## src/sv/ofp_pkg.sv

```systemverilog
// Shared types, widths and constants of the optical-flow frame parser.
`default_nettype none
package ofp_pkg;

    localparam int OFP_BYTE_W      = 8;
    localparam int OFP_FIELD_T_W   = 48;
    localparam int OFP_TIME_BITS   = 48;
    localparam int OFP_RAW_W       = 16;
    localparam int OFP_OUT_W       = 48;
    localparam int OFP_MAG_W       = 17;
    localparam int OFP_RK_W        = 26;
    localparam int OFP_M_W         = 41;
    localparam int OFP_Q_W         = 49;
    localparam int OFP_SCALE_W     = 32;
    localparam int OFP_PROD_W      = OFP_Q_W + OFP_SCALE_W;
    localparam int OFP_NUM_W       = 69;
    localparam int OFP_SCALE_SHIFT = 24;
    localparam int OFP_INTV_W      = 20;
    localparam int OFP_ADDR_W      = 5;
    localparam int OFP_IN_W        = 56;
    localparam int OFP_RES_W       = 296;

    localparam logic [OFP_BYTE_W-1:0]  OFP_HDR_BYTE   = 8'hFE;
    localparam logic [OFP_BYTE_W-1:0]  OFP_PROTO_BYTE = 8'h04;
    localparam logic [OFP_BYTE_W-1:0]  OFP_FOOT_BYTE  = 8'hAA;
    localparam logic [OFP_SCALE_W-1:0] OFP_MEGA       = 32'd1000000;
    localparam logic [OFP_INTV_W-1:0]  OFP_FIRST_RST  = 20'd50000;
    localparam logic [OFP_INTV_W-1:0]  OFP_MIN_RST    = 20'd1000;
    localparam logic [OFP_OUT_W-1:0]   OFP_POS_LIM    = 48'h7FFF_FFFF_FFFF;
    localparam logic [OFP_OUT_W-1:0]   OFP_NEG_LIM    = 48'h8000_0000_0000;

    typedef enum logic [2:0] {
        REG_FLOW_SCALE  = 3'd0,
        REG_NEGATE_X    = 3'd1,
        REG_NEGATE_Y    = 3'd2,
        REG_FIRST_INTV  = 3'd3,
        REG_MIN_INTV    = 3'd4
    } t_reg_idx;

    typedef struct packed {
        logic [OFP_FIELD_T_W-1:0] arrival_us;
        logic [OFP_BYTE_W-1:0]    quality;
        logic [OFP_RAW_W-1:0]     dist_mm;
        logic [OFP_RAW_W-1:0]     flow_y;
        logic [OFP_RAW_W-1:0]     flow_x;
    } t_frame;

endpackage
`default_nettype wire

```

## src/sv/ofp_frame_rx.sv

```systemverilog
// Byte hunter and frame assembler: shifts frame bytes in, checks footer and checksum.
`default_nettype none
module ofp_frame_rx (
    input  wire logic                          i_clk,
    input  wire logic                          i_rst_n,
    input  wire logic                          i_byte_valid,
    output logic                               o_byte_ready,
    input  wire logic [ofp_pkg::OFP_BYTE_W-1:0]    i_byte,
    input  wire logic [ofp_pkg::OFP_FIELD_T_W-1:0] i_time,
    output logic                               o_frame_valid,
    input  wire logic                          i_frame_ready,
    output ofp_pkg::t_frame                    o_frame
);
    import ofp_pkg::*;

    typedef logic [3:0] t_pos;

    localparam t_pos POS_HDR      = 4'd0;
    localparam t_pos POS_PROTO    = 4'd1;
    localparam t_pos POS_FIRST    = 4'd2;
    localparam t_pos POS_SUM_LAST = 4'd7;
    localparam t_pos POS_FOOTER   = 4'd10;

    t_pos                  r_pos;
    logic                  r_frm_valid;
    logic [63:0]           r_fb;
    logic [OFP_BYTE_W-1:0] r_sum;
    t_frame                r_frame;
    logic                  w_take;
    logic                  w_good;
    logic [OFP_RAW_W-1:0]  w_range;

    assign o_byte_ready  = !r_frm_valid;
    assign w_take        = i_byte_valid && !r_frm_valid;
    assign w_good        = (i_byte == OFP_FOOT_BYTE) && (r_sum == r_fb[55:48]);
    assign w_range       = r_fb[47:32] * 16'd10;
    assign o_frame_valid = r_frm_valid;
    assign o_frame       = r_frame;

    always_ff @(posedge i_clk) begin
        if (!i_rst_n) begin
            r_pos       <= POS_HDR;
            r_frm_valid <= 1'b0;
        end else begin
            if (r_frm_valid && i_frame_ready) begin
                r_frm_valid <= 1'b0;
            end
            if (w_take) begin
                case (r_pos)
                    POS_HDR: begin
                        if (i_byte == OFP_HDR_BYTE) r_pos <= POS_PROTO;
                    end
                    POS_PROTO: begin
                        if (i_byte == OFP_PROTO_BYTE) r_pos <= POS_FIRST;
                        else if (i_byte != OFP_HDR_BYTE) r_pos <= POS_HDR;
                    end
                    POS_FOOTER: begin
                        r_pos <= POS_HDR;
                        if (w_good) r_frm_valid <= 1'b1;
                    end
                    default: begin
                        if (r_pos > POS_FOOTER) r_pos <= POS_HDR;
                        else r_pos <= r_pos + 4'd1;
                    end
                endcase
            end
        end
    end

    always_ff @(posedge i_clk) begin
        if (w_take && r_pos >= POS_FIRST && r_pos < POS_FOOTER) begin
            r_fb <= {i_byte, r_fb[63:8]};
            if (r_pos == POS_FIRST) r_sum <= i_byte;
            else if (r_pos <= POS_SUM_LAST) r_sum <= r_sum + i_byte;
        end
        if (w_take && r_pos == POS_FOOTER) begin
            r_frame.flow_x     <= r_fb[15:0];
            r_frame.flow_y     <= r_fb[31:16];
            r_frame.dist_mm    <= w_range;
            r_frame.quality    <= r_fb[63:56];
            r_frame.arrival_us <= i_time;
        end
    end

`ifndef NO_ASSERTIONS
    a_pos_range: assert property (@(posedge i_clk) disable iff (!i_rst_n)
        r_pos <= POS_FOOTER)
        else $error("frame position past footer");
    a_frame_after_footer: assert property (@(posedge i_clk) disable iff (!i_rst_n)
        $rose(r_frm_valid) |-> ($past(r_pos) == POS_FOOTER) && (r_pos == POS_HDR))
        else $error("frame raised outside footer byte");
`endif

endmodule
`default_nettype wire

```

## src/sv/ofp_serial_mul.sv

```systemverilog
// Bit-serial shift-add multiplier, one multiplier bit per cycle.
`default_nettype none
module ofp_serial_mul #(
    parameter int WA = 49,
    parameter int WB = 32
) (
    input  wire logic             i_clk,
    input  wire logic             i_rst_n,
    input  wire logic             i_start,
    input  wire logic [WA-1:0]    i_a,
    input  wire logic [WB-1:0]    i_b,
    output logic [WA+WB-1:0]      o_prod,
    output logic                  o_busy,
    output logic                  o_done
);
    localparam int WP = WA + WB;
    localparam int CW = $clog2(WB + 1);

    logic [WA-1:0] r_a;
    logic [WP-1:0] r_p;
    logic [CW-1:0] r_cnt;
    logic          r_busy;
    logic          r_done;
    logic [WA:0]   w_sum;

    assign w_sum  = {1'b0, r_p[WP-1:WB]} + {1'b0, (r_p[0] ? r_a : {WA{1'b0}})};
    assign o_prod = r_p;
    assign o_busy = r_busy;
    assign o_done = r_done;

    always_ff @(posedge i_clk) begin
        if (!i_rst_n) begin
            r_busy <= 1'b0;
            r_done <= 1'b0;
            r_cnt  <= '0;
        end else begin
            r_done <= 1'b0;
            if (i_start) begin
                r_busy <= 1'b1;
                r_cnt  <= CW'(WB);
            end else if (r_busy) begin
                r_cnt <= r_cnt - CW'(1);
                if (r_cnt == CW'(1)) begin
                    r_busy <= 1'b0;
                    r_done <= 1'b1;
                end
            end
        end
    end

    always_ff @(posedge i_clk) begin
        if (i_start) begin
            r_a <= i_a;
            r_p <= {{WA{1'b0}}, i_b};
        end else if (r_busy) begin
            r_p <= {w_sum, r_p[WB-1:1]};
        end
    end

endmodule
`default_nettype wire

```

## src/sv/ofp_serial_div.sv

```systemverilog
// Restoring divider, one quotient bit per cycle.
`default_nettype none
module ofp_serial_div #(
    parameter int WN = 69,
    parameter int WD = 48
) (
    input  wire logic          i_clk,
    input  wire logic          i_rst_n,
    input  wire logic          i_start,
    input  wire logic [WN-1:0] i_num,
    input  wire logic [WD-1:0] i_den,
    output logic [WN-1:0]      o_quot,
    output logic               o_busy,
    output logic               o_done
);
    localparam int CW = $clog2(WN + 1);

    logic [WN-1:0] r_num;
    logic [WD-1:0] r_rem;
    logic [WD-1:0] r_den;
    logic [CW-1:0] r_cnt;
    logic          r_busy;
    logic          r_done;
    logic [WD:0]   w_trial;
    logic [WD:0]   w_diff;
    logic          w_ge;

    assign w_trial = {r_rem, r_num[WN-1]};
    assign w_diff  = w_trial - {1'b0, r_den};
    assign w_ge    = w_trial >= {1'b0, r_den};
    assign o_quot  = r_num;
    assign o_busy  = r_busy;
    assign o_done  = r_done;

    always_ff @(posedge i_clk) begin
        if (!i_rst_n) begin
            r_busy <= 1'b0;
            r_done <= 1'b0;
            r_cnt  <= '0;
        end else begin
            r_done <= 1'b0;
            if (i_start) begin
                r_busy <= 1'b1;
                r_cnt  <= CW'(WN);
            end else if (r_busy) begin
                r_cnt <= r_cnt - CW'(1);
                if (r_cnt == CW'(1)) begin
                    r_busy <= 1'b0;
                    r_done <= 1'b1;
                end
            end
        end
    end

    always_ff @(posedge i_clk) begin
        if (i_start) begin
            r_num <= i_num;
            r_den <= i_den;
            r_rem <= '0;
        end else if (r_busy) begin
            r_rem <= w_ge ? w_diff[WD-1:0] : w_trial[WD-1:0];
            r_num <= {r_num[WN-2:0], w_ge};
        end
    end

endmodule
`default_nettype wire

```

## src/sv/optical_flow_frame_parser_unit.sv

```systemverilog
// Top level: configuration registers, frame sequencer, accumulators and result register.
// From the accepted footer of a good frame to m_tvalid, per axis: two shift-add passes and one
// restoring divide. Throughput: one byte per cycle; after a good footer, input holds until the
// sequencer, once idle, takes the frame.
// Reset: synchronous active low; clears hunt state, history and positions, restores registers.
`default_nettype none
module optical_flow_frame_parser_unit #(
    parameter int TIME_BITS = ofp_pkg::OFP_TIME_BITS
) (
    input  wire logic                             i_clk,
    input  wire logic                             i_rst_n,
    input  wire logic                             s_tvalid,
    output logic                                  s_tready,
    // rx_byte[7:0], arrival_time_us[55:8]
    input  wire logic [ofp_pkg::OFP_IN_W-1:0]     s_tdata,
    output logic                                  m_tvalid,
    input  wire logic                             m_tready,
    // flow_x_raw[15:0], flow_y_raw[31:16], distance_mm[47:32], frame_quality[55:48],
    // speed_x_um_s[103:56], speed_y_um_s[151:104], position_x_um[199:152],
    // position_y_um[247:200], frame_time_us[295:248]
    output logic [ofp_pkg::OFP_RES_W-1:0]         m_tdata,
    input  wire logic                             psel,
    input  wire logic                             penable,
    input  wire logic                             pwrite,
    input  wire logic [ofp_pkg::OFP_ADDR_W-1:0]   paddr,
    input  wire logic [31:0]                      pwdata,
    output logic [31:0]                           prdata,
    output logic                                  pready
);
    import ofp_pkg::*;

    localparam int TW = (TIME_BITS < OFP_FIELD_T_W) ? TIME_BITS : OFP_FIELD_T_W;
    localparam int MP_W = OFP_MAG_W + OFP_RK_W;

    typedef enum logic [3:0] {
        S_IDLE, S_DT, S_CLAMP, S_MAG, S_MUL1, S_ACC, S_MUL2, S_DIV, S_OUT
    } t_state;

    t_state                  r_state;
    logic [OFP_SCALE_W-1:0]  r_scale;
    logic                    r_neg_x;
    logic                    r_neg_y;
    logic [OFP_INTV_W-1:0]   r_first;
    logic [OFP_INTV_W-1:0]   r_min;
    t_frame                  r_f;
    logic [TW-1:0]           r_now;
    logic [TW-1:0]           r_prev;
    logic                    r_have;
    logic [TIME_BITS-1:0]    r_dt;
    logic [OFP_RK_W-1:0]     r_rk;
    logic [OFP_M_W-1:0]      r_m;
    logic [OFP_Q_W-1:0]      r_q;
    logic                    r_neg;
    logic                    r_axis;
    logic [OFP_OUT_W-1:0]    r_acc_x;
    logic [OFP_OUT_W-1:0]    r_acc_y;
    logic [OFP_OUT_W-1:0]    r_vel_x;
    logic [OFP_OUT_W-1:0]    r_vel_y;
    logic                    r_mul_start;
    logic                    r_div_start;
    logic                    r_ovalid;
    logic [OFP_RES_W-1:0]    r_odata;

    logic                    w_frm_valid;
    t_frame                  w_frm;
    logic                    w_frm_take;
    logic                    w_cfg_wr;
    t_reg_idx                w_idx;
    logic [TIME_BITS-1:0]    w_clamp;
    logic [OFP_RAW_W-1:0]    w_raw;
    logic [OFP_MAG_W-1:0]    w_mag;
    logic [MP_W-1:0]         w_mprod;
    logic [OFP_Q_W-1:0]      w_mul_a;
    logic [OFP_SCALE_W-1:0]  w_mul_b;
    logic [OFP_PROD_W-1:0]   w_prod;
    logic                    w_mul_busy;
    logic                    w_mul_done;
    logic [OFP_NUM_W-1:0]    w_quot;
    logic                    w_div_busy;
    logic                    w_div_done;
    logic [OFP_OUT_W-1:0]    w_acc_cur;
    logic [OFP_OUT_W+2:0]    n_dq;
    logic [OFP_OUT_W+2:0]    n_sum;
    logic [OFP_OUT_W-1:0]    n_acc;
    logic                    w_pos_over;
    logic                    w_neg_over;
    logic [OFP_OUT_W-1:0]    w_sat_mag;
    logic [OFP_OUT_W-1:0]    n_vel;
    logic                    w_oload;

    ofp_frame_rx u_rx (
        .i_clk         (i_clk),
        .i_rst_n       (i_rst_n),
        .i_byte_valid  (s_tvalid),
        .o_byte_ready  (s_tready),
        .i_byte        (s_tdata[OFP_BYTE_W-1:0]),
        .i_time        (s_tdata[OFP_IN_W-1:OFP_BYTE_W]),
        .o_frame_valid (w_frm_valid),
        .i_frame_ready (w_frm_take),
        .o_frame       (w_frm)
    );

    ofp_serial_mul #(.WA(OFP_Q_W), .WB(OFP_SCALE_W)) u_mul (
        .i_clk   (i_clk),
        .i_rst_n (i_rst_n),
        .i_start (r_mul_start),
        .i_a     (w_mul_a),
        .i_b     (w_mul_b),
        .o_prod  (w_prod),
        .o_busy  (w_mul_busy),
        .o_done  (w_mul_done)
    );

    ofp_serial_div #(.WN(OFP_NUM_W), .WD(TIME_BITS)) u_div (
        .i_clk   (i_clk),
        .i_rst_n (i_rst_n),
        .i_start (r_div_start),
        .i_num   (w_prod[OFP_NUM_W-1:0]),
        .i_den   (r_dt),
        .o_quot  (w_quot),
        .o_busy  (w_div_busy),
        .o_done  (w_div_done)
    );

    assign pready     = 1'b1;
    assign w_cfg_wr   = psel && penable && pwrite;
    assign w_idx      = t_reg_idx'(paddr[OFP_ADDR_W-1:2]);
    assign w_frm_take = (r_state == S_IDLE);

    always_comb begin
        case (w_idx)
            REG_FLOW_SCALE: prdata = r_scale;
            REG_NEGATE_X:   prdata = {31'd0, r_neg_x};
            REG_NEGATE_Y:   prdata = {31'd0, r_neg_y};
            REG_FIRST_INTV: prdata = {12'd0, r_first};
            REG_MIN_INTV:   prdata = {12'd0, r_min};
            default:        prdata = 32'd0;
        endcase
    end

    assign w_clamp = (r_min == '0) ? TIME_BITS'(1) : TIME_BITS'(r_min);
    assign w_raw   = r_axis ? r_f.flow_y : r_f.flow_x;
    assign w_mag   = w_raw[OFP_RAW_W-1] ? (17'h10000 - {1'b0, w_raw}) : {1'b0, w_raw};
    assign w_mprod = {{OFP_RK_W{1'b0}}, w_mag} * {{OFP_MAG_W{1'b0}}, r_rk};
    assign w_mul_a = (r_state == S_MUL2) ? r_q : OFP_Q_W'(r_m);
    assign w_mul_b = (r_state == S_MUL2) ? OFP_MEGA : r_scale;

    assign w_acc_cur = r_axis ? r_acc_y : r_acc_x;
    assign n_dq      = r_neg ? -{2'b00, r_q} : {2'b00, r_q};
    assign n_sum     = {{3{w_acc_cur[OFP_OUT_W-1]}}, w_acc_cur} + n_dq;

    always_comb begin
        if (n_sum[OFP_OUT_W+2:OFP_OUT_W-1] == 4'b0000 ||
            n_sum[OFP_OUT_W+2:OFP_OUT_W-1] == 4'b1111) begin
            n_acc = n_sum[OFP_OUT_W-1:0];
        end else if (n_sum[OFP_OUT_W+2]) begin
            n_acc = OFP_NEG_LIM;
        end else begin
            n_acc = OFP_POS_LIM;
        end
    end

    assign w_pos_over = |w_quot[OFP_NUM_W-1:OFP_OUT_W-1];
    assign w_neg_over = (|w_quot[OFP_NUM_W-1:OFP_OUT_W]) ||
                        (w_quot[OFP_OUT_W-1] && (|w_quot[OFP_OUT_W-2:0]));

    always_comb begin
        if (r_neg) begin
            w_sat_mag = w_neg_over ? OFP_NEG_LIM : w_quot[OFP_OUT_W-1:0];
        end else begin
            w_sat_mag = w_pos_over ? OFP_POS_LIM : w_quot[OFP_OUT_W-1:0];
        end
    end

    assign n_vel   = r_neg ? -w_sat_mag : w_sat_mag;
    assign w_oload = (r_state == S_OUT) && (!r_ovalid || m_tready);

    always_ff @(posedge i_clk) begin
        if (!i_rst_n) begin
            r_state     <= S_IDLE;
            r_scale     <= '0;
            r_neg_x     <= 1'b0;
            r_neg_y     <= 1'b0;
            r_first     <= OFP_FIRST_RST;
            r_min       <= OFP_MIN_RST;
            r_have      <= 1'b0;
            r_prev      <= '0;
            r_acc_x     <= '0;
            r_acc_y     <= '0;
            r_axis      <= 1'b0;
            r_mul_start <= 1'b0;
            r_div_start <= 1'b0;
            r_ovalid    <= 1'b0;
        end else begin
            r_mul_start <= 1'b0;
            r_div_start <= 1'b0;
            if (w_cfg_wr) begin
                case (w_idx)
                    REG_FLOW_SCALE: r_scale <= pwdata;
                    REG_NEGATE_X:   r_neg_x <= pwdata[0];
                    REG_NEGATE_Y:   r_neg_y <= pwdata[0];
                    REG_FIRST_INTV: r_first <= pwdata[OFP_INTV_W-1:0];
                    REG_MIN_INTV:   r_min   <= pwdata[OFP_INTV_W-1:0];
                    default: ;
                endcase
            end
            if (r_ovalid && m_tready) r_ovalid <= 1'b0;
            case (r_state)
                S_IDLE: begin
                    if (w_frm_valid) begin
                        r_f     <= w_frm;
                        r_now   <= w_frm.arrival_us[TW-1:0];
                        r_axis  <= 1'b0;
                        r_state <= S_DT;
                    end
                end
                S_DT: begin
                    r_dt    <= r_have ? (TIME_BITS'(r_now) - TIME_BITS'(r_prev))
                                      : TIME_BITS'(r_first);
                    r_rk    <= OFP_RK_W'({16'd0, r_f.dist_mm} * 32'd1000);
                    r_state <= S_CLAMP;
                end
                S_CLAMP: begin
                    if (r_dt < w_clamp) r_dt <= w_clamp;
                    r_prev  <= r_now;
                    r_have  <= 1'b1;
                    r_state <= S_MAG;
                end
                S_MAG: begin
                    r_m         <= w_mprod[OFP_M_W-1:0];
                    r_neg       <= w_raw[OFP_RAW_W-1] ^ (r_axis ? r_neg_y : r_neg_x);
                    r_mul_start <= 1'b1;
                    r_state     <= S_MUL1;
                end
                S_MUL1: begin
                    if (w_mul_done) begin
                        r_q     <= w_prod[OFP_SCALE_SHIFT +: OFP_Q_W];
                        r_state <= S_ACC;
                    end
                end
                S_ACC: begin
                    if (r_axis) r_acc_y <= n_acc;
                    else r_acc_x <= n_acc;
                    r_mul_start <= 1'b1;
                    r_state     <= S_MUL2;
                end
                S_MUL2: begin
                    if (w_mul_done) begin
                        r_div_start <= 1'b1;
                        r_state     <= S_DIV;
                    end
                end
                S_DIV: begin
                    if (w_div_done) begin
                        if (r_axis) begin
                            r_vel_y <= n_vel;
                            r_state <= S_OUT;
                        end else begin
                            r_vel_x <= n_vel;
                            r_axis  <= 1'b1;
                            r_state <= S_MAG;
                        end
                    end
                end
                S_OUT: begin
                    if (w_oload) begin
                        r_ovalid <= 1'b1;
                        r_odata  <= {OFP_FIELD_T_W'(r_now), r_acc_y, r_acc_x, r_vel_y, r_vel_x,
                                     r_f.quality, r_f.dist_mm, r_f.flow_y, r_f.flow_x};
                        r_state  <= S_IDLE;
                    end
                end
                default: r_state <= S_IDLE;
            endcase
        end
    end

    assign m_tvalid = r_ovalid;
    assign m_tdata  = r_odata;

`ifndef NO_ASSERTIONS
    a_units_exclusive: assert property (@(posedge i_clk) disable iff (!i_rst_n)
        !(w_mul_busy && w_div_busy))
        else $error("multiplier and divider busy together");
    a_dt_nonzero: assert property (@(posedge i_clk) disable iff (!i_rst_n)
        (r_state == S_MAG) |-> (r_dt != '0))
        else $error("zero interval reached the arithmetic");
    a_result_from_seq: assert property (@(posedge i_clk) disable iff (!i_rst_n)
        $rose(m_tvalid) |-> $past(r_state == S_OUT))
        else $error("result raised outside output step");
`endif

endmodule
`default_nettype wire
```

## config.mk

```make
export PLATFORM = sky130hd
export DESIGN_NAME = optical_flow_frame_parser_unit
export DESIGN_NICKNAME = d
export VERILOG_FILES = /design/src/sv/ofp_pkg.sv /design/src/sv/ofp_frame_rx.sv /design/src/sv/ofp_serial_mul.sv /design/src/sv/ofp_serial_div.sv /design/src/sv/optical_flow_frame_parser_unit.sv
export SDC_FILE = /design/constraint.sdc
export NUM_CORES = 2
export LEC_CHECK = 0
export ABC_AREA = 1
export BUFFER_PORTS_ARGS = -buffer_cell sky130_fd_sc_hd__buf_4
export CORE_MARGIN = 3
export CORE_UTILIZATION = 45
export DETAILED_ROUTE_END_ITERATION = 6
export REMOVE_ABC_BUFFERS = 1
export SKIP_LAST_GASP = 1
export SYNTH_ARGS = -nofsm -noshare
export SYNTH_HDL_FRONTEND = slang
export SYNTH_HIERARCHICAL = 1
export SYNTH_SLANG_ARGS = --single-unit
```

## constraint.sdc

```tcl
create_clock -name i_clk -period 30.3 [get_ports i_clk]
set_clock_uncertainty 0.05 [all_clocks]
set_input_delay 1.515 -clock i_clk [delete_from_list [all_inputs] [get_ports i_clk]]
set_output_delay 1.515 -clock i_clk [all_outputs]
set_load 0.005 [all_outputs]
```

==> out/results.ini <==
[place]
placed_cells = 12700
placed_cell_area_sq_mm = 0.09070
io_buffers = 427
hpwlAfterDp_microns = 198800
gp_congestion = 0.9713

[timing]
clock.fmax_mhz = 106.5
post-route-period-util_pct = 31.00
rsz0062_at_grt = no
setup_viol = 0
tightestPinTransition_ns = 1.188
finalSetupTns_ns = 0
hold_viol = 0
slew_headroom_pct = 20.78
drv_slew = 0
timing.final.crit_period_ns = 9.392

[worst_setup_path]
worstPathArrival_ns = 9.89
crit_fanout = 41
timing.rr.start = r_axis
endpoint_kind = flop
cp.required_ns = 30.80
max_stage_delay_ns = 0.78
slowest_stage = dfxtp_4
crit_type = flop to flop
cp-startpoint = r_axis
crit_top_cell = inv_1
startpoint_type = flop

[drt]
wl_per_cell_microns = 19.66
dr.pass1.iters = 6
drtIter0Drc = 5529
antenna_left = 0
viasPerCell = 5.162
vias = 66940
drc = 0
finalWirelength_microns = 255000

[clocking]
clkLatencyLatePin_ns = 0.83
post_cts_buffers = 0
clk_path_buf_depth = 3
cts_tree = done
ctsResizeCount = 0
path_clk_slew_ns = 0.06
cts-root-buf = clkbuf_16
cts_buffers = 147
cts_max_level = 4
clkSinkCount = 1374
hold_buffers = 0

[worst_hold_path]
holdCritStartpoint = r_vel_x[43]
worstHoldPathType = flop to flop

[synthesis]
synthCells = 9986
avgSynthCellArea_sq_um = 8.518
synth_flop_cell = edfxtp_1
synthesis.area_sq_mm = 0.08506
synthArstFlopShare_pct = 0
yosysWarnings = 6
synth_edf_count = 1028
synth_cell_type_count = 68
ys_seq_area_share_pct = 44.43
ys_ff_latch = 1374

[cells_and_area]
instances_no_fill = 12970
fill_cells = 17560
nets = 11250
drive_above_1_share_pct = 9.116
area_growth_pct = 12.59
postLayoutCoreUtil_pct = 51.32
stdcell_area_sq_mm = 0.09577

[global_route]
grt_start_max_net_pins = 150
antenna_found_initial = 4
grt_pass1_wl_microns = 386600
grt-ovfl-total = 0
grt_pass1_vias = 64820
groute.usage.overall_pct = 26.09

[job]
cap_violations = 0

[die]
fp.dieH_microns = 440.8
floorplan.initialDensity_pct = 45.58
fp.dieW_microns = 440.8
num_io_pins = 431
core-area_sq_mm = 0.1866
rows = 158
dieArea_sq_mm = 0.1943

[power]
p_switching_mw = 1.495
power_frac_comb_pct = 19.9
p_per_area_mw_per_mm2 = 53.37
p_int_mw = 3.616
power_frac_seq_pct = 43.5
ir_drop_mv = 0.05562
switching_share_pct = 29.25
p_leak_nw = 43.56
p_clk_share_pct = 36.6
p_total_mw = 5.111

[run_status]
outcome = finished clean

-- routing by layer --
layer,GRT usage [%],vias to the layer above,share of wire [%]
li1,-,32580,-
met1,34.42,31850,43
met2,43.00,2045,47
met3,3.357,464,5.4
met4,11.62,2,4.9
met5,0,-,0.0051
-- cells in the mapped netlist (all sizes together) (158+ instances only) --
cell	number	area, sq um
fa	373	7467
nand2	2739	10410
dfxtp	346	6927
xor2	158	1384
o21ai	413	2093
a21oi	468	2354
edfxtp	1028	30870
clkbuf	178	668.1
inv	1789	6718
ha	410	5130
nor2	868	3426
nand3	491	2557
-- state kept, by name (all words and copies together), names as in the netlist, 38 cells and up --
| signal | flops |
|---|---|
| r_vel_y | 48 |
| u_mul/o_prod | 81 |
| r_f | 56 |
| r_m | 38 |
| r_now | 48 |
| r_q | 49 |
| u_rx/o_frame | 103 |
| u_div/r_rem | 48 |
| u_mul/r_a | 49 |
| m_tdata | 296 |
| u_rx/r_fb | 64 |
| r_vel_x | 48 |
| r_acc_x | 48 |
| r_acc_y | 48 |
| u_div/r_den | 48 |
| u_div/o_quot | 69 |
| r_dt | 48 |
| r_prev | 48 |
-- per-stage QoR --
step / setup WS (ns) / hold WS, ns
5_1_grt: 20.30 / 0.3702
3_5_place_dp: 20.96 / 0.3545
2_1_floorplan: 6.586 / 0.3503
3_3_place_gp: 20.99 / 0.3508
4_1_cts: 20.93 / 0.3577
6_report: 20.91 / 0.3592
-- worst max-delay path, delay by kind of cell, from the launching register on --
kind                     cells  cell delay, ns
AO/OA/AOI/OAI                2            0.46
buffers and inverters       10            1.73
AND/OR/NAND/NOR             11            2.28
XOR/XNOR                     1            0.10
flip-flops                   1            0.78
adder cells (fa/ha/maj)      8            3.69
-- cells in the final DEF (no fill, tap or decap), types with 11 or more instances in the layout --
cell	netlist	final
nand2_1	2690	2689
inv_1	1727	1722
edfxtp_1	1028	1028
nor2_1	817	809
buf_4	8	475
nand3_1	471	471
a21oi_1	465	465
ha_1	410	410
o21ai_0	395	395
fa_1	373	373
dfxtp_1	346	342
xor2_1	158	158
clkbuf_16	0	148
nand4_1	117	117
xnor2_1	95	95
nor3_1	71	66
inv_2	61	64
o21a_1	55	55
nand2_2	47	48
nor2_2	43	45
clkbuf_1	178	37
o21bai_1	33	33
a31oi_1	29	29
o221ai_1	28	28
or2_2	26	26
nor4_1	26	26
a21o_1	24	24
conb_1	3	23
clkinv_1	10	22
nand3_2	20	20
o211ai_1	18	18
clkinv_2	0	18
bufinv_16	0	17
nand3b_1	15	15
nor2_4	8	14
a211oi_1	13	13
o21ai_1	11	11
-- power by group through the flow --
stage	sequential, mW	clock, mW	combinational, mW
finish	2.22	1.87	1.02
global route	2.23	1.99	1.17
CTS	2.22	1.91	1.02
detailed placement	2.26	0	1.01
global placement	2.26	0	1.00
floorplan	2.24	0	0.749
-- area by class of cell --
type                            count  area, sq um  share of cell area [%]
Clock inverter                     80         1126                   1.176
Sequential cell                  1374        37810                   39.48
Antenna cell                        2        5.005                0.005226
Multi-Input combinational cell   6565        39440                   41.18
Inverter                         1799         6759                   7.057
Tap cell                         2480         3103                   3.240
Clock buffer                      192         3939                   4.113
Timing Repair Buffer              477         3597                   3.756
-- logic make-up after synthesis --
| logic type | count (synthesis) | synth area share, % |
|---|---|---|
| XOR/XNOR | 253 | 2.605 |
| other | 3 | 0.01324 |
| adder cells (fa/ha/maj) | 783 | 14.81 |
| flip-flops | 1374 | 44.43 |
| AND/OR/NAND/NOR | 4388 | 21.37 |
| multiplexers | 2 | 0.02354 |
| AO/OA/AOI/OAI | 1116 | 7.339 |
| buffers and inverters | 2067 | 9.402 |
-- path summary, 6_finish.rpt --
| path | endpoint | slack, ns | cells after the start |
|---|---|---|---|
| worst min-delay path | m_tdata[99] | 0.36 | 0 |
| worst min register to register | m_tdata[99] | 0.36 | 0 |
| worst max-delay path | r_m[28] | 20.91 | 32 |
| worst max register to register | r_m[28] | 20.91 | 32 |
(Power assumes the default switching activity.)
